--- src/rtl/ptc_pkg.sv ---
// Shared types and constants for the pressure and temperature compensation pipeline.
// Used by every module under rtl; depends on nothing else.
package ptc_pkg;

    localparam int IDX_W  = 3;
    localparam int T_W    = 19;
    localparam int OFF_W  = 36;
    localparam int SENS_W = 35;
    localparam int T2_W   = 17;
    localparam int TC_W   = 20;
    localparam int OFFF_W = 40;
    localparam int SENSF_W = 39;

    localparam logic [IDX_W-1:0] REG_CAL_SENS      = 3'd0;
    localparam logic [IDX_W-1:0] REG_CAL_OFFSET    = 3'd1;
    localparam logic [IDX_W-1:0] REG_CAL_SENS_TC   = 3'd2;
    localparam logic [IDX_W-1:0] REG_CAL_OFFSET_TC = 3'd3;
    localparam logic [IDX_W-1:0] REG_CAL_TREF      = 3'd4;
    localparam logic [IDX_W-1:0] REG_CAL_TEMPSENS  = 3'd5;
    localparam logic [IDX_W-1:0] REG_PRESS_TRIM    = 3'd6;
    localparam logic [IDX_W-1:0] REG_TEMP_TRIM     = 3'd7;

    localparam logic [31:0] NO_TRIM = 32'hFFFF_FFFF;

    localparam logic signed [T_W-1:0] T_BASE = 19'sd2000;
    localparam logic signed [T_W-1:0] T_COLD = -19'sd1500;

    typedef struct packed {
        logic [15:0] sens;
        logic [15:0] offset;
        logic [15:0] sens_tc;
        logic [15:0] offset_tc;
        logic [15:0] tref;
        logic [15:0] tempsens;
        logic [31:0] press_trim;
        logic [31:0] temp_trim;
    } ptc_cfg_t;

    typedef struct packed {
        logic [23:0]              d1;
        logic signed [T_W-1:0]    t;
        logic signed [OFF_W-1:0]  off;
        logic signed [SENS_W-1:0] sens;
        logic [T2_W-1:0]          t2_cold;
        logic [T2_W-1:0]          t2_warm;
    } ptc_first_t;

    typedef struct packed {
        logic [23:0]               d1;
        logic signed [TC_W-1:0]    tc;
        logic signed [OFFF_W-1:0]  off_f;
        logic signed [SENSF_W-1:0] sens_f;
    } ptc_second_t;

endpackage

--- src/rtl/ptc_press.sv ---
// Final stages: split pressure multiply, scaling, offset subtraction and trim addition.
// Depends on ptc_pkg for the configuration struct, payload struct and trim code.
module ptc_press (
    input  logic                 clk,
    input  logic                 rst_n,
    input  ptc_pkg::ptc_cfg_t    cfg,
    input  logic                 in_valid,
    output logic                 in_ready,
    input  ptc_pkg::ptc_second_t in_data,
    output logic                 out_valid,
    input  logic                 out_ready,
    output logic signed [31:0]   temperature,
    output logic signed [31:0]   pressure
);
    import ptc_pkg::*;

    logic [3:0] vld_reg;
    logic [3:0] vld_next;
    logic [3:0] stg_en;

    logic [42:0]              pp_lo_next;
    logic signed [43:0]       pp_hi_next;
    logic [42:0]              pp_lo_reg;
    logic signed [43:0]       pp_hi_reg;
    logic signed [OFFF_W-1:0] offa_reg;
    logic signed [TC_W-1:0]   tca_reg;

    logic signed [62:0]       prod_next;
    logic signed [62:0]       prod_reg;
    logic signed [OFFF_W-1:0] offb_reg;
    logic signed [TC_W-1:0]   tcb_reg;

    logic signed [62:0]       prod_adj;
    logic signed [62:0]       q_shift;
    logic signed [41:0]       diff_next;
    logic signed [41:0]       diff_reg;
    logic signed [TC_W-1:0]   tcc_reg;

    logic signed [41:0]       diff_adj;
    logic signed [41:0]       p_shift;
    logic [31:0]              press_next;
    logic [31:0]              temp_next;
    logic [31:0]              press_reg;
    logic [31:0]              temp_reg;

    assign stg_en[3] = !vld_reg[3] || out_ready;
    assign stg_en[2] = !vld_reg[2] || stg_en[3];
    assign stg_en[1] = !vld_reg[1] || stg_en[2];
    assign stg_en[0] = !vld_reg[0] || stg_en[1];

    always_comb
    begin
        vld_next = vld_reg;
        if (stg_en[0])
            vld_next[0] = in_valid;
        if (stg_en[1])
            vld_next[1] = vld_reg[0];
        if (stg_en[2])
            vld_next[2] = vld_reg[1];
        if (stg_en[3])
            vld_next[3] = vld_reg[2];
    end

    always_ff @(posedge clk or negedge rst_n)
    begin
        if (!rst_n)
            vld_reg <= 4'b0000;
        else
            vld_reg <= vld_next;
    end

    // The sensitivity word is split into an unsigned low half and a signed high half.
    assign pp_lo_next = in_data.d1 * in_data.sens_f[18:0];
    assign pp_hi_next = $signed({1'b0, in_data.d1}) * $signed(in_data.sens_f[SENSF_W-1:19]);

    assign prod_next = $signed({pp_hi_reg, 19'h00000}) + $signed({20'h00000, pp_lo_reg});

    always_comb
    begin
        prod_adj  = prod_reg + (prod_reg[62] ? 63'sd2097151 : 63'sd0);
        q_shift   = prod_adj >>> 21;
        diff_next = $signed(q_shift[41:0])
                    - $signed({{(42-OFFF_W){offb_reg[OFFF_W-1]}}, offb_reg});
    end

    always_comb
    begin
        diff_adj   = diff_reg + (diff_reg[41] ? 42'sd8191 : 42'sd0);
        p_shift    = diff_adj >>> 13;
        press_next = p_shift[31:0];
        temp_next  = {{(32-TC_W){tcc_reg[TC_W-1]}}, tcc_reg};
        if (cfg.press_trim != NO_TRIM)
            press_next = press_next + cfg.press_trim;
        if (cfg.temp_trim != NO_TRIM)
            temp_next = temp_next + cfg.temp_trim;
    end

    always_ff @(posedge clk)
    begin
        if (stg_en[0])
        begin
            pp_lo_reg <= pp_lo_next;
            pp_hi_reg <= pp_hi_next;
            offa_reg  <= in_data.off_f;
            tca_reg   <= in_data.tc;
        end
        if (stg_en[1])
        begin
            prod_reg <= prod_next;
            offb_reg <= offa_reg;
            tcb_reg  <= tca_reg;
        end
        if (stg_en[2])
        begin
            diff_reg <= diff_next;
            tcc_reg  <= tcb_reg;
        end
        if (stg_en[3])
        begin
            press_reg <= press_next;
            temp_reg  <= temp_next;
        end
    end

    assign in_ready    = stg_en[0];
    assign out_valid   = vld_reg[3];
    assign temperature = temp_reg;
    assign pressure    = press_reg;

endmodule

--- config.mk ---
export PLATFORM = sky130hd
export DESIGN_NAME = ptc_press
export DESIGN_NICKNAME = d
export VERILOG_FILES = /design/src/rtl/ptc_pkg.sv /design/src/rtl/ptc_press.sv
export SDC_FILE = /design/constraint.sdc
export NUM_CORES = 2
export LEC_CHECK = 0
export ABC_AREA = 1
export BUFFER_PORTS_ARGS = -buffer_cell sky130_fd_sc_hd__buf_2
export CAP_MARGIN = 20
export CELL_PAD_IN_SITES_DETAIL_PLACEMENT = 1
export CELL_PAD_IN_SITES_GLOBAL_PLACEMENT = 1
export CORE_ASPECT_RATIO = 1.5
export CORE_MARGIN = 1.5
export CORE_UTILIZATION = 48
export CTS_CLUSTER_DIAMETER = 40
export DETAILED_ROUTE_END_ITERATION = 7
export HOLD_SLACK_MARGIN = 0.1
export PLACE_DENSITY = 0.87
export SYNTH_ARGS = -nofsm -noshare
export SYNTH_HDL_FRONTEND = slang
export SYNTH_SLANG_ARGS = --single-unit
--- constraint.sdc ---
create_clock -name clk -period 10.6 [get_ports clk]
set_input_delay 1.06 -clock clk [delete_from_list [all_inputs] [get_ports clk]]
set_output_delay 1.06 -clock clk [all_outputs]
set_load 0.05 [all_outputs]
==> results_dict.tcl <==
set metrics [dict create \
    synth_cell_type_count 50 \
    port_buffers 256 \
    row_count 157 \
    grt_pass1_wl_um 330000 \
    cts_setup_buffers 0 \
    cp-end-kind "flop" \
    hold_viol_final 0 \
    post_drt_wl_per_cell_um 22.6 \
    gp_congestion 0.980 \
    antenna_found_initial 13 \
    gr-total-overflow 0 \
    clk_latency_ns 0.61 \
    synth_top_area_share 0.260 \
    synth_commonest_cells "nand2_1, inv_1, fa_1" \
    nets 9461 \
    async_flop_share 0.0100 \
    area_growth_pct 7.51 \
    rrSetupSlack_ns 5.36 \
    wl_um 216000 \
    hold_buffers 0 \
    ys_seq_elements 400 \
    clock-sinks 400 \
    seq_area_um2 12000 \
    netlist_instances 7793 \
    setup_tns_ns 0 \
    cts_tree "built" \
    hp-class "in2async" \
    grt_max_degree 132 \
    post-place-cells 9481 \
    status "completed" \
    cts-resized-gates 0 \
    ys.flop_type "edfxtp_1" \
    yosysMostFrequentCell "nand2_1" \
    syn-cell-area_um2 59200 \
    crit_start "in_data[109]" \
    cp.required_ns 10.96 \
    synth_fp_nets 9312 \
    crit_fanout 39 \
    finalNonFillerCells 9577 \
    synth_area_per_cell_um2 7.60 \
    hpwl_um 177000 \
    first_global_vias 60900 \
    vias 53100 \
    initial_core_util 0.485 \
    synthTopCellsByArea "fa_1, edfxtp_1, nand2_1" \
    ys_warn_count 0 \
    drv_cap 0 \
    cts_htree_levels 2 \
    tightestPinTransition_ns 1.23 \
    finalMaxSlewViolations 0 \
    cp_data_arrival_time_ns 7.72 \
    r2r-end "diff_reg[35]" \
    vias_per_cell 5.55 \
    rr_worst_depth 21 \
    numCtsBuffers 45 \
    period_share 0.695 \
    ys_seq_area_frac 0.203 \
    multi_input_area_um2 39500 \
    rsz0062_at_grt "no" \
    slew_headroom 0.181 \
    cts_buffer_depth 3 \
    die_w_um 290 \
    finalSetupViolCount 0 \
    critPathKind "in2reg" \
    finalCoreUtilization 0.521 \
    largest_register_ffs 63 \
    grtUsageTotal 0.348 \
    root_buffer "clkbuf_16" \
    design.die.area_um2 126000 \
    r2r_start "prod_reg[62]" \
    drc 0 \
    io_pins 353 \
    coreArea_um2 122000 \
    nFillCells 15500 \
    cp-start-kind "primary input" \
    cp-endpoint "pp_hi_reg[35]" \
    drive_gt1_frac 0.0563 \
    fp.dieH_um 433 \
    drtPass1Iterations 5 \
    fin_skew_ns 0.0338 \
    drt.antenna.violating_nets 0 \
    synth-edff-count 396 \
    drtIter0Drc 2886 \
    path_clk_slew_ns 0.07 \
    synth_top_cell_by_area "fa_1" \
    max_freq_mhz 136 \
    fin_crit_ns 7.36 \
]
[stage by stage]
step / hold WS, ns / worst slack, ns / instance area (µm²)
2_1_floorplan: 0.400 / 2.14 / 59200
3_3_place_gp: 0.401 / 2.84 / 62000
3_5_place_dp: 0.405 / 2.70 / 62000
4_1_cts: 0.232 / 3.34 / 63500
5_1_grt: 0.245 / 3.05 / 63700
6_report: 0.251 / 3.24 / 63700
[logic make-up (layout without fill, tap and decap cells)]
kind of cell	count (synthesis)	in the layout	share of synthesized area
fa+ha+maj	1232	1232	0.358
buf+inv	2053	2237	0.130
xor+xnor	145	145	0.0214
flops	400	400	0.203
simple gates	3402	3402	0.235
compound gates	561	561	0.0525
other cells	0	10	0
[final cells by class]
| class | instances | area share |
|---|---|---|
| diodes | 10 | 0.000393 |
| well taps | 1590 | 0.0312 |
| flip-flops and latches | 400 | 0.188 |
| repair buffers | 288 | 0.0252 |
| inverters | 1867 | 0.110 |
| multi-input cells | 5340 | 0.621 |
| clock buffers | 48 | 0.0179 |
| clock inverters | 34 | 0.00607 |
[worst max-delay path, cell delays in order]
cell and delay (ns):
buf_2 0.88, nand2_1 0.19, fa_1 0.57, fa_1 0.53, fa_1 0.57, inv_1 0.07, fa_1 0.62, fa_1 0.47
fa_1 0.50, inv_1 0.05, fa_1 0.53, inv_1 0.08, ha_1 0.36, nand2_1 0.11, nor2_1 0.20, nand2_1 0.16
o21bai_1 0.40, nand2_1 0.18, nand3_1 0.11, nand2_1 0.07
[how the worst min path moves through the flow]
stage	from	endpoint	cells past startpoint
global placement	pp_lo_reg[0]	prod_reg[0]	0
finish	rst_n	vld_reg[1]	1
detailed placement	offa_reg[32]	offb_reg[32]	0
global route	rst_n	vld_reg[1]	1
floorplan	offa_reg[0]	offb_reg[0]	0
CTS	rst_n	vld_reg[1]	1
[layout by cell type (no fill, tap or decap), types with 51 or more instances in the layout]
cell type	n
nand4_1	106
fa_1	770
buf_2	256
nand2_1	2300
inv_1	1856
ha_1	462
edfxtp_1	396
o21ai_0	166
xor2_1	94
nor2_1	529
nand3_1	279
xnor2_1	51
a21oi_1	274
[layer usage]
| metal | vias to the layer above | track usage | routed length [µm] |
|---|---|---|---|
| met1 | 26300 | 0.335 | 70600 |
| met3 | 917 | 0.0446 | 10800 |
| met2 | 1994 | 0.659 | 116000 |
| met5 | - | 0 | 83 |
| li1 | 23900 | - | - |
| met4 | 14 | 0.266 | 18300 |
Power is left out: the tool's default activity adds up to more than one toggle a clock period on the data nets, which glitch-free logic cannot reach.
