$ cat src/rtl/ptc_pkg.sv
// Shared types and constants for the pressure and temperature compensation pipeline.
// Used by every module under rtl; depends on nothing else.
package ptc_pkg;

    localparam int IDX_W  = 3;
    localparam int T_W    = 19;
    localparam int OFF_W  = 36;
    localparam int SENS_W = 35;
    localparam int T2_W   = 17;
    localparam int TC_W   = 20;
    localparam int OFFF_W = 40;
    localparam int SENSF_W = 39;

    localparam logic [IDX_W-1:0] REG_CAL_SENS      = 3'd0;
    localparam logic [IDX_W-1:0] REG_CAL_OFFSET    = 3'd1;
    localparam logic [IDX_W-1:0] REG_CAL_SENS_TC   = 3'd2;
    localparam logic [IDX_W-1:0] REG_CAL_OFFSET_TC = 3'd3;
    localparam logic [IDX_W-1:0] REG_CAL_TREF      = 3'd4;
    localparam logic [IDX_W-1:0] REG_CAL_TEMPSENS  = 3'd5;
    localparam logic [IDX_W-1:0] REG_PRESS_TRIM    = 3'd6;
    localparam logic [IDX_W-1:0] REG_TEMP_TRIM     = 3'd7;

    localparam logic [31:0] NO_TRIM = 32'hFFFF_FFFF;

    localparam logic signed [T_W-1:0] T_BASE = 19'sd2000;
    localparam logic signed [T_W-1:0] T_COLD = -19'sd1500;

    typedef struct packed {
        logic [15:0] sens;
        logic [15:0] offset;
        logic [15:0] sens_tc;
        logic [15:0] offset_tc;
        logic [15:0] tref;
        logic [15:0] tempsens;
        logic [31:0] press_trim;
        logic [31:0] temp_trim;
    } ptc_cfg_t;

    typedef struct packed {
        logic [23:0]              d1;
        logic signed [T_W-1:0]    t;
        logic signed [OFF_W-1:0]  off;
        logic signed [SENS_W-1:0] sens;
        logic [T2_W-1:0]          t2_cold;
        logic [T2_W-1:0]          t2_warm;
    } ptc_first_t;

    typedef struct packed {
        logic [23:0]               d1;
        logic signed [TC_W-1:0]    tc;
        logic signed [OFFF_W-1:0]  off_f;
        logic signed [SENSF_W-1:0] sens_f;
    } ptc_second_t;

endpackage

$ cat src/rtl/ptc_second.sv
// Second-order correction stages: band selection, squared terms, OFF2 and SENS2.
// Depends on ptc_pkg for the stage payload structs and temperature band limits.
module ptc_second (
    input  logic                 clk,
    input  logic                 rst_n,
    input  logic                 in_valid,
    output logic                 in_ready,
    input  ptc_pkg::ptc_first_t  in_data,
    output logic                 out_valid,
    input  logic                 out_ready,
    output ptc_pkg::ptc_second_t out_data
);
    import ptc_pkg::*;

    logic [2:0] vld_reg;
    logic [2:0] vld_next;
    logic [2:0] stg_en;

    logic signed [TC_W-1:0] t_ext;
    logic signed [TC_W-1:0] dlo;
    logic signed [TC_W-1:0] dvl;
    logic signed [39:0]     dsq_full;
    logic signed [39:0]     vsq_full;
    logic [T2_W-1:0]        t2_sel;
    logic                   warm_next;
    logic                   cold_next;
    logic signed [TC_W-1:0] tc_next;

    logic [34:0]              dsq_reg;
    logic [34:0]              vsq_reg;
    logic                     warm_reg;
    logic                     cold_reg;
    logic signed [TC_W-1:0]   tca_reg;
    logic signed [OFF_W-1:0]  offa_reg;
    logic signed [SENS_W-1:0] sensa_reg;
    logic [23:0]              d1a_reg;

    logic [38:0]              off2_next;
    logic [37:0]              sens2_next;
    logic [38:0]              off2_reg;
    logic [37:0]              sens2_reg;
    logic signed [TC_W-1:0]   tcb_reg;
    logic signed [OFF_W-1:0]  offb_reg;
    logic signed [SENS_W-1:0] sensb_reg;
    logic [23:0]              d1b_reg;

    ptc_second_t second_reg;
    ptc_second_t second_next;

    assign stg_en[2] = !vld_reg[2] || out_ready;
    assign stg_en[1] = !vld_reg[1] || stg_en[2];
    assign stg_en[0] = !vld_reg[0] || stg_en[1];

    always_comb
    begin
        vld_next = vld_reg;
        if (stg_en[0])
            vld_next[0] = in_valid;
        if (stg_en[1])
            vld_next[1] = vld_reg[0];
        if (stg_en[2])
            vld_next[2] = vld_reg[1];
    end

    always_ff @(posedge clk or negedge rst_n)
    begin
        if (!rst_n)
            vld_reg <= 3'b000;
        else
            vld_reg <= vld_next;
    end

    always_comb
    begin
        t_ext     = {in_data.t[T_W-1], in_data.t};
        dlo       = t_ext - TC_W'(T_BASE);
        dvl       = t_ext - TC_W'(T_COLD);
        dsq_full  = dlo * dlo;
        vsq_full  = dvl * dvl;
        warm_next = !($signed(in_data.t) < T_BASE);
        cold_next = $signed(in_data.t) < T_COLD;
        t2_sel    = warm_next ? in_data.t2_warm : in_data.t2_cold;
        tc_next   = t_ext - $signed({3'b000, t2_sel});
    end

    // Each product is truncated on its own before the cold-band terms are added.
    always_comb
    begin
        if (!warm_reg)
        begin
            off2_next  = ({3'b000, dsq_reg, 1'b0} + {4'b0000, dsq_reg}) >> 1;
            sens2_next = ({1'b0, dsq_reg, 2'b00} + {3'b000, dsq_reg}) >> 3;
            if (cold_reg)
            begin
                off2_next  = off2_next + ({1'b0, vsq_reg, 3'b000} - {4'b0000, vsq_reg});
                sens2_next = sens2_next + {1'b0, vsq_reg, 2'b00};
            end
        end
        else
        begin
            off2_next  = {4'b0000, dsq_reg} >> 4;
            sens2_next = 38'd0;
        end
    end

    always_comb
    begin
        second_next.d1     = d1b_reg;
        second_next.tc     = tcb_reg;
        second_next.off_f  = $signed({{(OFFF_W-OFF_W){offb_reg[OFF_W-1]}}, offb_reg})
                             - $signed({1'b0, off2_reg});
        second_next.sens_f = $signed({{(SENSF_W-SENS_W){sensb_reg[SENS_W-1]}}, sensb_reg})
                             - $signed({1'b0, sens2_reg});
    end

    always_ff @(posedge clk)
    begin
        if (stg_en[0])
        begin
            dsq_reg   <= dsq_full[34:0];
            vsq_reg   <= vsq_full[34:0];
            warm_reg  <= warm_next;
            cold_reg  <= cold_next;
            tca_reg   <= tc_next;
            offa_reg  <= in_data.off;
            sensa_reg <= in_data.sens;
            d1a_reg   <= in_data.d1;
        end
        if (stg_en[1])
        begin
            off2_reg  <= off2_next;
            sens2_reg <= sens2_next;
            tcb_reg   <= tca_reg;
            offb_reg  <= offa_reg;
            sensb_reg <= sensa_reg;
            d1b_reg   <= d1a_reg;
        end
        if (stg_en[2])
            second_reg <= second_next;
    end

    assign in_ready  = stg_en[0];
    assign out_valid = vld_reg[2];
    assign out_data  = second_reg;

endmodule

$ cat config.mk
export PLATFORM = sky130hd
export DESIGN_NAME = ptc_second
export DESIGN_NICKNAME = d
export VERILOG_FILES = /design/src/rtl/ptc_pkg.sv /design/src/rtl/ptc_second.sv
export SDC_FILE = /design/constraint.sdc
export NUM_CORES = 2
export LEC_CHECK = 0
export BUFFER_PORTS_ARGS = -buffer_cell sky130_fd_sc_hd__buf_2
export CORE_ASPECT_RATIO = 1.5
export CORE_MARGIN = 8
export CORE_UTILIZATION = 24
export CTS_BUF_LIST = sky130_fd_sc_hd__clkbuf_16
export DETAILED_ROUTE_END_ITERATION = 8
export PLACE_DENSITY = 0.48
export SETUP_SLACK_MARGIN = 0.02
export SYNTH_ARGS = -nofsm -noshare
export SYNTH_HDL_FRONTEND = slang
export SYNTH_SLANG_ARGS = --single-unit
export TNS_END_PERCENT = 5
$ cat constraint.sdc
create_clock -name clk -period 12 [get_ports clk]
set_clock_uncertainty 0.05 [all_clocks]
set_input_delay 3 -clock clk [delete_from_list [all_inputs] [get_ports clk]]
set_output_delay 3 -clock clk [all_outputs]
set_load 0.05 [all_outputs]
==> summary.txt <==
STA
  • Slew headroom: between 30% and 40%
  • Minimum clock period: ~11 ns
  • Endpoints failing hold: 0
  • Setup TNS: 0 ns
  • Unrepaired setup endpoints after global routing: false
  • Worst-Margin Slew: ~1.0 ns
  • Crit share post-route: 94.8%
  • Final setup viols: 0
  • Max Clk Rate: between 80 and 90 MHz
  • Hold slack: 0.363 ns
  • Slew Limit Fails: 0

Worst setup path
  • CP dominant cell by count: fa_1
  • CP Max Fanout: 10
  • Crit path capture type: flop
  • Critical Path AT: around 12 ns
  • WP data required: 12.34 ns
  • Worst setup SP type: primary input
  • Critical Path Slowest Stage Cell: nor4b_1
  • CP Class: primary input to flop
  • Worst path max stage delay: 0.62 ns

Finish
  • Area Growth Syn to Fin: 13.6%
  • Fin nets: 6779
  • Final Util: a little over a quarter
  • Share of post-route cells with drive strength above 1: a little under a tenth
  • Footprint of the multi-input gates: about 34000 um2
  • Largest register FFs: about 120
  • Seq. cell area: 15000 um2
  • Non-Filler Instances: between 8000 and 9000
  • Filler cell count: ~23000

Placement
  • Detailed placement HPWL: 128 mm
  • Placer Congestion: between 0.8 and 0.9
  • IO Port Bufs: between 200 and 300
  • Cells after DPL: 8300

Floorplan
  • Vert. Die Dim: between 500 and 600 um
  • Core area: ~220000 um2
  • Number of top-level pins: about 280
  • Starting density of the core: 24.1%
  • Row count: ~210
  • Die width: around 400 um
  • Die area: between 200000 and 250000 um2

Synth
  • Mapped cell area: approximately 53000 um2
  • Yosys cell types: 88
  • Sequential-to-total area share from yosys stat: 28.4%
  • Number of flops mapped to enable cells by yosys: roughly 500
  • Post-synth ARST share: 0.599%
  • Synth warnings: 0
  • Synth top area share: roughly 28%
  • Number of synthesized register bits: 501
  • Synth top area cells: edfxtp_1, fa_1, ha_1
  • Syn nets: about 6400
  • Top FF cell, synth: edfxtp_1
  • Cells after Synth: approximately 5100
  • Syn avg cell area: 10.3 um2
  • Leading area contributor after synthesis: edfxtp_1

CTS
  • Clock Sinks: roughly 500
  • Total CTS buffers: 52
  • Clock Latency Late Sink: 0.65 ns
  • CTS Hold Bufs: 0
  • Post-CTS Repair Setup Buffers: 0
  • Clock Tree Buf Depth: 3
  • Clock-pin slew on the worst setup and hold paths: 0.06 ns
  • CTS tree: built
  • Root Buffer: clkbuf_16
  • CTS H-tree lvls: 2
  • PostCTS Resize Cnt: 0

Hold path
  • Hold crit path type: flop to flop

Status
  • Status: finished, final reports clean

Global routing
  • Grt ovf: 0
  • GRT Util Overall: roughly an eighth
  • Largest net degree at the start of global routing: approximately 140
  • Vias in the first global route: 41100
  • First-pass GRT wire length: approximately 240 mm
  • Initial antenna violation count: 8

Route
  • Top Metal Used: met5
  • DR WL met3: ~5.0 mm
  • M1 WL: 56.2 mm
  • Metal2 WL: ~85 mm
  • Via density per instance: around 4.4
  • DR pass1 iterations: 5
  • Post-Route WL: between 150 and 200 mm
  • Post-route ant nets: 0
  • Avg WL per Cell: approximately 18 um
  • Residual DRC: 0
  • Vias: between 30000 and 40000
  • DRT iter0 DRCs: roughly 1600

Run
  • MaxCap Viol Count: 0
## final timing paths
path,startpoint,to,slack [ns],cells past startpoint
setup / recovery,in_data[107],vsq_reg[34],0.62,34
hold reg to reg,tcb_reg[16],out_data[95],0.36,0
hold / removal,tcb_reg[16],out_data[95],0.36,0
min in group asynchronous,rst_n,vld_reg[2],2.09,1
setup reg to reg,dsq_reg[2],off2_reg[29],5.16,21
max in group asynchronous,rst_n,vld_reg[0],9.71,1
## kinds of logic after synthesis
logic type      after synthesis  synth area share [%]
fa+ha+maj                  1148                  37.3
buf+inv                    1194                  8.46
mux                          48                 0.914
simple gates               1094                  9.37
flops                       501                  28.4
xor+xnor                    329                  5.44
other cells                   1               0.00708
compound gates              822                  10.1
## layout by cell type, fill, tap and decap left out, types with 15 or more instances in the layout
master / Yosys / routed
fa_1: 723 / 723
inv_1: 1091 / 1097
ha_1: 425 / 425
a31oi_1: 17 / 17
a211oi_1: 35 / 35
clkbuf_16: 0 / 52
a21oi_1: 244 / 243
buf_2: 0 / 276
or2_2: 18 / 18
o31ai_1: 15 / 15
nand2_1: 335 / 335
nor2b_1: 36 / 36
o21a_1: 64 / 64
a21o_1: 93 / 93
nand4_1: 18 / 18
o21bai_1: 40 / 40
mux2i_1: 45 / 45
nor3_1: 56 / 56
xnor2_1: 240 / 240
nor2_1: 406 / 404
nand2b_1: 57 / 56
buf_4: 0 / 104
and3_1: 24 / 24
nand3_1: 58 / 58
xor2_1: 89 / 88
o21ai_0: 154 / 154
o211ai_1: 19 / 19
edfxtp_1: 498 / 498
## critical path, delay by kind of cell
family	cells	cell delay [ns]
AOI/OAI and AO/OA	7	1.79
buffers and inverters	9	0.82
and+or+nand+nor	7	1.75
xor gates and xnor gates	2	0.28
adders and majority gates	9	4.06
## Yosys cell counts (18+ instances only)
master,instances
inv_1,1091
fa_1,723
edfxtp_1,498
ha_1,425
nor2_1,406
nand2_1,335
a21oi_1,244
xnor2_1,240
o21ai_0,154
a21o_1,93
xor2_1,89
clkbuf_1,86
o21a_1,64
nand3_1,58
nand2b_1,57
nor3_1,56
mux2i_1,45
o21bai_1,40
nor2b_1,36
a211oi_1,35
and3_1,24
o211ai_1,19
nand4_1,18
or2_2,18
## per-stage QoR
| stage | area (um2) | worst slack, ns |
|---|---|---|
| 2_1_floorplan | 53000 | 0.347 |
| 3_3_place_gp | 58500 | 0.0195 |
| 3_5_place_dp | 58500 | -0.142 |
| 4_1_cts | 60200 | 0.578 |
| 5_1_grt | 60200 | 0.104 |
| 6_report | 60200 | 0.621 |
## layer usage
layer	vias to the layer above	track usage, %
met5	-	0
met2	740	25.6
met1	18600	13.3
met3	305	1.10
li1	17500	-
met4	4	5.75
## cell type report
type / count / share of cell area [%]
Antenna cell: 3 / 0.0125
Clock buffer: 52 / 2.16
Clock inverter: 45 / 0.713
Inverter: 1099 / 6.85
Multi-Input combinational cell: 3442 / 55.6
Sequential cell: 501 / 25.0
Tap cell: 2875 / 5.97
Timing Repair Buffer: 383 / 3.69
Power is left out: the tool's default activity adds up to more than one toggle a clock period on the data nets, which glitch-free logic cannot reach.
