--- config.mk ---
export PLATFORM = sky130hd
export DESIGN_NAME = ptc_regs
export DESIGN_NICKNAME = d
export VERILOG_FILES = /design/src/rtl/ptc_pkg.sv /design/src/rtl/ptc_regs.sv
export SDC_FILE = /design/constraint.sdc
export NUM_CORES = 1
export LEC_CHECK = 0
export BUFFER_PORTS_ARGS = -buffer_cell sky130_fd_sc_hd__buf_2
export CELL_PAD_IN_SITES_DETAIL_PLACEMENT = 1
export CELL_PAD_IN_SITES_GLOBAL_PLACEMENT = 1
export CORE_MARGIN = 3
export CORE_UTILIZATION = 44
export DETAILED_ROUTE_END_ITERATION = 8
export PLACE_DENSITY = 0.86
export SYNTH_ARGS = -nofsm -noshare
export SYNTH_HDL_FRONTEND = slang
export SYNTH_SLANG_ARGS = --single-unit
--- constraint.sdc ---
create_clock -name clk -period 1.75 [get_ports clk]
set_input_delay 0.2625 -clock clk [delete_from_list [all_inputs] [get_ports clk]]
set_output_delay 0.2625 -clock clk [all_outputs]
set_load 0.02 [all_outputs]
--- src/rtl/ptc_pkg.sv ---
// Shared types and constants for the pressure and temperature compensation pipeline.
// Used by every module under rtl; depends on nothing else.
package ptc_pkg;

    localparam int IDX_W  = 3;
    localparam int T_W    = 19;
    localparam int OFF_W  = 36;
    localparam int SENS_W = 35;
    localparam int T2_W   = 17;
    localparam int TC_W   = 20;
    localparam int OFFF_W = 40;
    localparam int SENSF_W = 39;

    localparam logic [IDX_W-1:0] REG_CAL_SENS      = 3'd0;
    localparam logic [IDX_W-1:0] REG_CAL_OFFSET    = 3'd1;
    localparam logic [IDX_W-1:0] REG_CAL_SENS_TC   = 3'd2;
    localparam logic [IDX_W-1:0] REG_CAL_OFFSET_TC = 3'd3;
    localparam logic [IDX_W-1:0] REG_CAL_TREF      = 3'd4;
    localparam logic [IDX_W-1:0] REG_CAL_TEMPSENS  = 3'd5;
    localparam logic [IDX_W-1:0] REG_PRESS_TRIM    = 3'd6;
    localparam logic [IDX_W-1:0] REG_TEMP_TRIM     = 3'd7;

    localparam logic [31:0] NO_TRIM = 32'hFFFF_FFFF;

    localparam logic signed [T_W-1:0] T_BASE = 19'sd2000;
    localparam logic signed [T_W-1:0] T_COLD = -19'sd1500;

    typedef struct packed {
        logic [15:0] sens;
        logic [15:0] offset;
        logic [15:0] sens_tc;
        logic [15:0] offset_tc;
        logic [15:0] tref;
        logic [15:0] tempsens;
        logic [31:0] press_trim;
        logic [31:0] temp_trim;
    } ptc_cfg_t;

    typedef struct packed {
        logic [23:0]              d1;
        logic signed [T_W-1:0]    t;
        logic signed [OFF_W-1:0]  off;
        logic signed [SENS_W-1:0] sens;
        logic [T2_W-1:0]          t2_cold;
        logic [T2_W-1:0]          t2_warm;
    } ptc_first_t;

    typedef struct packed {
        logic [23:0]               d1;
        logic signed [TC_W-1:0]    tc;
        logic signed [OFFF_W-1:0]  off_f;
        logic signed [SENSF_W-1:0] sens_f;
    } ptc_second_t;

endpackage

--- src/rtl/ptc_regs.sv ---
// Calibration and trim register file written through the configuration channel.
// Depends on ptc_pkg for the register codes and the configuration struct.
module ptc_regs (
    input  logic                     clk,
    input  logic                     rst_n,
    input  logic                     cfg_valid,
    input  logic [ptc_pkg::IDX_W-1:0] cfg_index,
    input  logic [31:0]              cfg_data,
    output ptc_pkg::ptc_cfg_t        cfg
);
    import ptc_pkg::*;

    ptc_cfg_t cfg_reg;
    ptc_cfg_t cfg_next;

    always_comb
    begin
        cfg_next = cfg_reg;
        if (cfg_valid)
        begin
            unique case (cfg_index)
                REG_CAL_SENS:      cfg_next.sens       = cfg_data[15:0];
                REG_CAL_OFFSET:    cfg_next.offset     = cfg_data[15:0];
                REG_CAL_SENS_TC:   cfg_next.sens_tc    = cfg_data[15:0];
                REG_CAL_OFFSET_TC: cfg_next.offset_tc  = cfg_data[15:0];
                REG_CAL_TREF:      cfg_next.tref       = cfg_data[15:0];
                REG_CAL_TEMPSENS:  cfg_next.tempsens   = cfg_data[15:0];
                REG_PRESS_TRIM:    cfg_next.press_trim = cfg_data;
                REG_TEMP_TRIM:     cfg_next.temp_trim  = cfg_data;
            endcase
        end
    end

    always_ff @(posedge clk or negedge rst_n)
    begin
        if (!rst_n)
        begin
            cfg_reg.sens       <= 16'h0000;
            cfg_reg.offset     <= 16'h0000;
            cfg_reg.sens_tc    <= 16'h0000;
            cfg_reg.offset_tc  <= 16'h0000;
            cfg_reg.tref       <= 16'h0000;
            cfg_reg.tempsens   <= 16'h0000;
            cfg_reg.press_trim <= NO_TRIM;
            cfg_reg.temp_trim  <= NO_TRIM;
        end
        else
        begin
            cfg_reg <= cfg_next;
        end
    end

    assign cfg = cfg_reg;

endmodule

==> run summary, run 1 <==
Status - finished, final reports clean
CP cell instances - buf_2
Worst setup path class - reg2out
N_diodes - 0
Routed wl met2 - 9.24 mm
Share of cells above drive strength 1 - 82.4%
CP required - 1.49 ns
Sequential fraction of the synthesis area - 66.3%
Final ANT Viol Nets - 0
Fin crit period - 1.39 ns
Total GRT Usage - 21.5%
Final Max Tran Viols - 0
FF+latch count, synth - 160
TritonCTS clock tree - done
Most frequent cells in the layout - buf_2 (196), mux2_2 (150), dfrtp_1 (96), dfstp_2 (64), clkbuf_16 (17)
Worst-Margin Slew - 0.438 ns
Hold Crit Start - cfg_data[18]
Worst path slowest cell - dfstp_2
Met3 wire length - 820 um
CP arrival - 1.12 ns
Fmax - 721 MHz
Max reg flops - 160
Iter 0 DRT Violations - 127
Std-Cell Rows - 42
Pre-antenna DRT Iters - 4
TritonCTS buffer count - 17
Final RePlAce weighted congestion - 0.754
Setup violators final - 0
Vias per std cell - 5.10
Pwr/cell area - 1500 nW/um^2
Syn Nets - 385
Residual DRC count - 0
Die area - 15500 um^2
First-pass GRT wire length - 25.7 mm
Die height - 124 um
Final nets - 600
Clk slew on worst S/H paths - 0.06 ns
DP Wirelength - 11.4 mm
Top sig layer - met4
Deepest clock path buffer count - 2
Crit end category - primary output
Worst setup SP type - flip-flop
Worst hold path type - in2reg
Clock Sink Count - 160
DR vias - 3832
Synthesized area - 6160 um^2
CP delay by family, top - flip-flops
Syn-to-layout area delta - 31.5%
Crit-path max FO - 2
Largest net degree at the start of global routing - 45
Mapped Avg Cell Area - 17.8 um^2
LEAKAGE - 3.82 nW
Htree depth - 4
Worst-Skew Late Latency - 0.41 ns
Register area - 4080 um^2
Max incr delay on CP - 0.55 ns
Synth warnings - 0
Setup TNS - 0 ns
Post-synthesis cell type count - 13
Filler Cell Count - 1316
CTS resizes - 0
Ranking of synthesized cells by area - dfrtp_1 (39%), mux2_2 (27%), dfstp_2 (27%)
CP Buf/Inv Count - 1
Routed wire per std cell - 21.8 um
Vias in the first global route - 4321
Total gr overflow - 0
Port-buffer cells - 197
Antenna violations before repair - 0
Crit share post-route - 79.2%
Clk root buf - clkbuf_16
Post-Route WL - 16.3 mm
Slew headroom - 70.8%
Initial Util - 45.8%
M1 WL - 5.93 mm
Share of the synthesized area in the top cell type - 39.0%
Fin Clk Skew - 0 ns
Critical path origin - cfg[9]
Max-cap violations - 0
Hold violation total from the final report - 0
Critical R2R Launch - cfg[138]
RSZ-0062 raised after global routing - no
Multi-input logic area - 1980 um^2
I/O pin total - 198
CORE AREA - 13500 um^2
Most common cell after layout, fill and taps aside - buf_2
Post-Syn Instances - 347
DIE WIDTH - 124 um
VDD IR-drop max - 0.000751 V
Dominant cell type by area after synthesis - dfrtp_1
Hold slack - 0.0955 ns
==> cells in the mapped netlist (all sizes together) <==
master and number:
nand4b 3, nor4b 1, nand4 1, mux2 160, nor4bb 3, dfstp 64
buf 19, dfrtp 96
==> logic make-up after synthesis <==
group | count (synthesis) | synth area share, %
muxes | 160 | 29.9
DFF | 160 | 66.3
buffers and inverters | 19 | 2.25
and+or+nand+nor | 8 | 1.60
==> metal layers <==
layer / global-route usage (%) / vias to the layer above
met5: 0 / -
met4: 7.99 / 0
met3: 5.19 / 25
met2: 40.4 / 120
met1: 23.4 / 2010
li1: - / 1677
==> where the power goes <==
| part | switching, mW | internal [mW] | total [mW] |
|---|---|---|---|
| clock network | 1.42 | 2.35 | 3.77 |
| logic | 1.89 | 1.26 | 3.15 |
| registers | 0.455 | 4.75 | 5.21 |
| total | 3.76 | 8.37 | 12.1 |
==> cell type report <==
cell class | instances | area share, %
clock buffers | 22 | 5.85
clock inverters | 10 | 1.67
multi-input cells | 168 | 24.5
flip-flops and latches | 160 | 50.4
well taps | 176 | 2.72
repair buffers | 215 | 14.9
==> timing repair <==
action | CTS | global route
hold endpoints to repair | 18 | 0
endpoints found under the setup margin | 0 | 0
setup buffers | 0 | 0
hold buffers | 1 | 0
==> final timing paths <==
path	to	slack (ns)	cells after the start
min	cfg[50]	0.1	2
min reg2reg	cfg[121]	0.50	1
max reg2reg	cfg[138]	0.94	1
min in group asynchronous	cfg[74]	0.37	2
max	cfg[9]	0.36	1
max in group asynchronous	cfg[55]	0.73	3
==> stage by stage <==
stage | utilization (%) | cell area [um^2] | setup WS, ns | power, mW | cells
finish | 60.2 | 8100 | 0.363 | 12.1 | 751
CTS | 60.2 | 8100 | 0.342 | 12.3 | 751
global route | 60.2 | 8100 | 0.329 | 12.7 | 751
detailed placement | 55.6 | 7480 | 0.132 | 8.43 | 718
floorplan | - | 6160 | 0.273 | 7.08 | 347
global placement | 55.6 | 7480 | 0.169 | 8.25 | 718
No activity file was read; power rests on OpenSTA's default activity.
==> run 2, diff against run 1 <==
--- a/config.mk
+++ b/config.mk
@@ -9,9 +9,9 @@
 export CELL_PAD_IN_SITES_DETAIL_PLACEMENT = 1
 export CELL_PAD_IN_SITES_GLOBAL_PLACEMENT = 1
 export CORE_MARGIN = 3
-export CORE_UTILIZATION = 44
+export CORE_UTILIZATION = 41
 export DETAILED_ROUTE_END_ITERATION = 8
-export PLACE_DENSITY = 0.86
+export PLACE_DENSITY = 0.81
 export SYNTH_ARGS = -nofsm -noshare
 export SYNTH_HDL_FRONTEND = slang
 export SYNTH_SLANG_ARGS = --single-unit
==> constraint.sdc (replaced) <==
create_clock -name clk -period 1.4 [get_ports clk]
set_input_delay 0.21 -clock clk [delete_from_list [all_inputs] [get_ports clk]]
set_output_delay 0.21 -clock clk [all_outputs]
set_load 0.02 [all_outputs]
==> run 2 against run 1 <==
Net effect:
- critical path depth unchanged
- clock power up 15%
- worst hold slack got worse by 0.053 ns
- register-to-register slack lost 0.34 ns
- non-clock buffer count grew 11
- clock skew did not move
- first-iteration DRC count rose by 3.9%
- total power up 22%
- flip-flop and latch count unchanged
- global-route usage fell by 1.4 points
- critical path type unchanged
- largest power group unchanged
==> run summary, run 2 (synthesized netlist as in run 1, its figures left out) <==
Residual DRC count - 0
Most common cell after layout, fill and taps aside - buf_2
Pwr/cell area - 1810 nW/um^2
Vias in the first global route - 4279
Final ANT Viol Nets - 0
Top sig layer - met5
N_diodes - 0
Worst path slowest cell - dfstp_2
DIE WIDTH - 129 um
CP endpoint - cfg[36]
Clk slew on worst S/H paths - 0.06 ns
Total gr overflow - 0
Worst path depth - 1
CP required - 1.19 ns
Max reg flops - 160
Share of cells above drive strength 1 - 82.8%
Htree depth - 4
DP Wirelength - 11.9 mm
Capturing point of the worst reg2reg path - cfg[109]
TritonCTS buffer count - 17
Port-buffer cells - 197
Setup violators final - 0
Routed wire per std cell - 21.3 um
Status - finished, final reports clean
I/O pin total - 198
Setup slack, reg-to-reg - 0.60 ns
Most frequent cells in the layout - buf_2 (196), mux2_2 (150), dfrtp_1 (96), dfstp_2 (64), buf_4 (20)
Final Max Tran Viols - 0
Worst-Skew Late Latency - 0.41 ns
Fin Clk Skew - 0 ns
CORE AREA - 14600 um^2
CP delay by family, top - flip-flops
Reg2reg path depth - 1
Critical path origin - cfg[36]
Iter 0 DRT Violations - 132
Design area - 8170 um^2
Met3 wire length - 762 um
Worst setup SP type - flip-flop
First-pass GRT wire length - 25.1 mm
Critical R2R Launch - cfg[109]
Syn-to-layout area delta - 32.6%
VDD IR-drop max - 0.000889 V
Fmax - 753 MHz
Final RePlAce weighted congestion - 0.746
Clk root buf - clkbuf_16
CP cell instances - buf_2
M1 WL - 6.59 mm
Max incr delay on CP - 0.54 ns
TritonCTS clock tree - done
Total GRT Usage - 20.2%
Hold violation total from the final report - 0
Setup TNS - 0 ns
RSZ-0062 raised after global routing - no
Clock Sink Count - 160
CP Buf/Inv Count - 1
DP Area - 7600 um^2
Pre-antenna DRT Iters - 4
Largest net degree at the start of global routing - 43
Worst-Margin Slew - 0.438 ns
Initial Util - 42.1%
Slew headroom - 70.8%
Max-cap violations - 0
Worst hold path type - in2reg
Crit end category - primary output
Die area - 16500 um^2
DR vias - 3823
Die height - 129 um
Routed wl met2 - 8.86 mm
Antenna violations before repair - 1
Crit share post-route - 94.9%
Crit-path max FO - 2
Fin crit period - 1.33 ns
Post-Route WL - 16.4 mm
Std-Cell Rows - 44
Final nets - 611
LEAKAGE - 3.85 nW
Vias per std cell - 4.96
Worst setup path class - reg2out
CP arrival - 1.12 ns
Deepest clock path buffer count - 2
-- run 2: metal layers --
layer  vias up  track usage, %
li1       1694               -
met1      1998            24.1
met2       111            35.9
met3        18            4.90
met4         2            6.36
met5         -               0
-- run 2: how the worst min path moves through the flow --
stage                          end  cells past startpoint          from  slack, ns
final                      cfg[29]                      2  cfg_data[29]       0.04
after global routing       cfg[21]                      2  cfg_data[21]       0.03
after CTS                  cfg[29]                      2  cfg_data[29]       0.02
after detailed placement  cfg[108]                      1         rst_n       0.18
after global placement    cfg[108]                      1         rst_n       0.16
after floorplan           cfg[100]                      0         rst_n      -0.09
-- run 2: area by class of cell --
cell class | instances | area (um^2)
fillers | 1448 | 6470
flip-flops and latches | 160 | 4080
multi-input cells | 168 | 1980
repair buffers | 226 | 1310
clock buffers | 22 | 485
well taps | 184 | 230
clock inverters | 10 | 76.3
-- run 2: repair_timing --
item	in CTS	in global routing
endpoints found under the hold margin	17	0
setup buffers	0	0
hold buffers	1	0
resized for setup	0	0
-- run 2: power by group --
part	switching [mW]	internal [mW]
Combinational	2.34	1.60
Sequential	0.566	5.94
Clock	1.84	2.48
-- run 2: metrics by stage --
| stage | hold slack [ns] | util (%) | total power [mW] | std cells | setup WS, ns |
|---|---|---|---|---|---|
| finish | 0.0424 | 55.8 | 14.8 | 770 | 0.0719 |
| global route | 0.0269 | 55.8 | 15.5 | 770 | 0.0183 |
| CTS | 0.0205 | 55.8 | 15.0 | 770 | 0.0466 |
| detailed placement | 0.176 | 51.9 | 10.6 | 737 | -0.0902 |
| global placement | 0.164 | 51.9 | 10.3 | 737 | -0.0354 |
| floorplan | -0.0856 | - | 8.85 | 347 | -0.0190 |
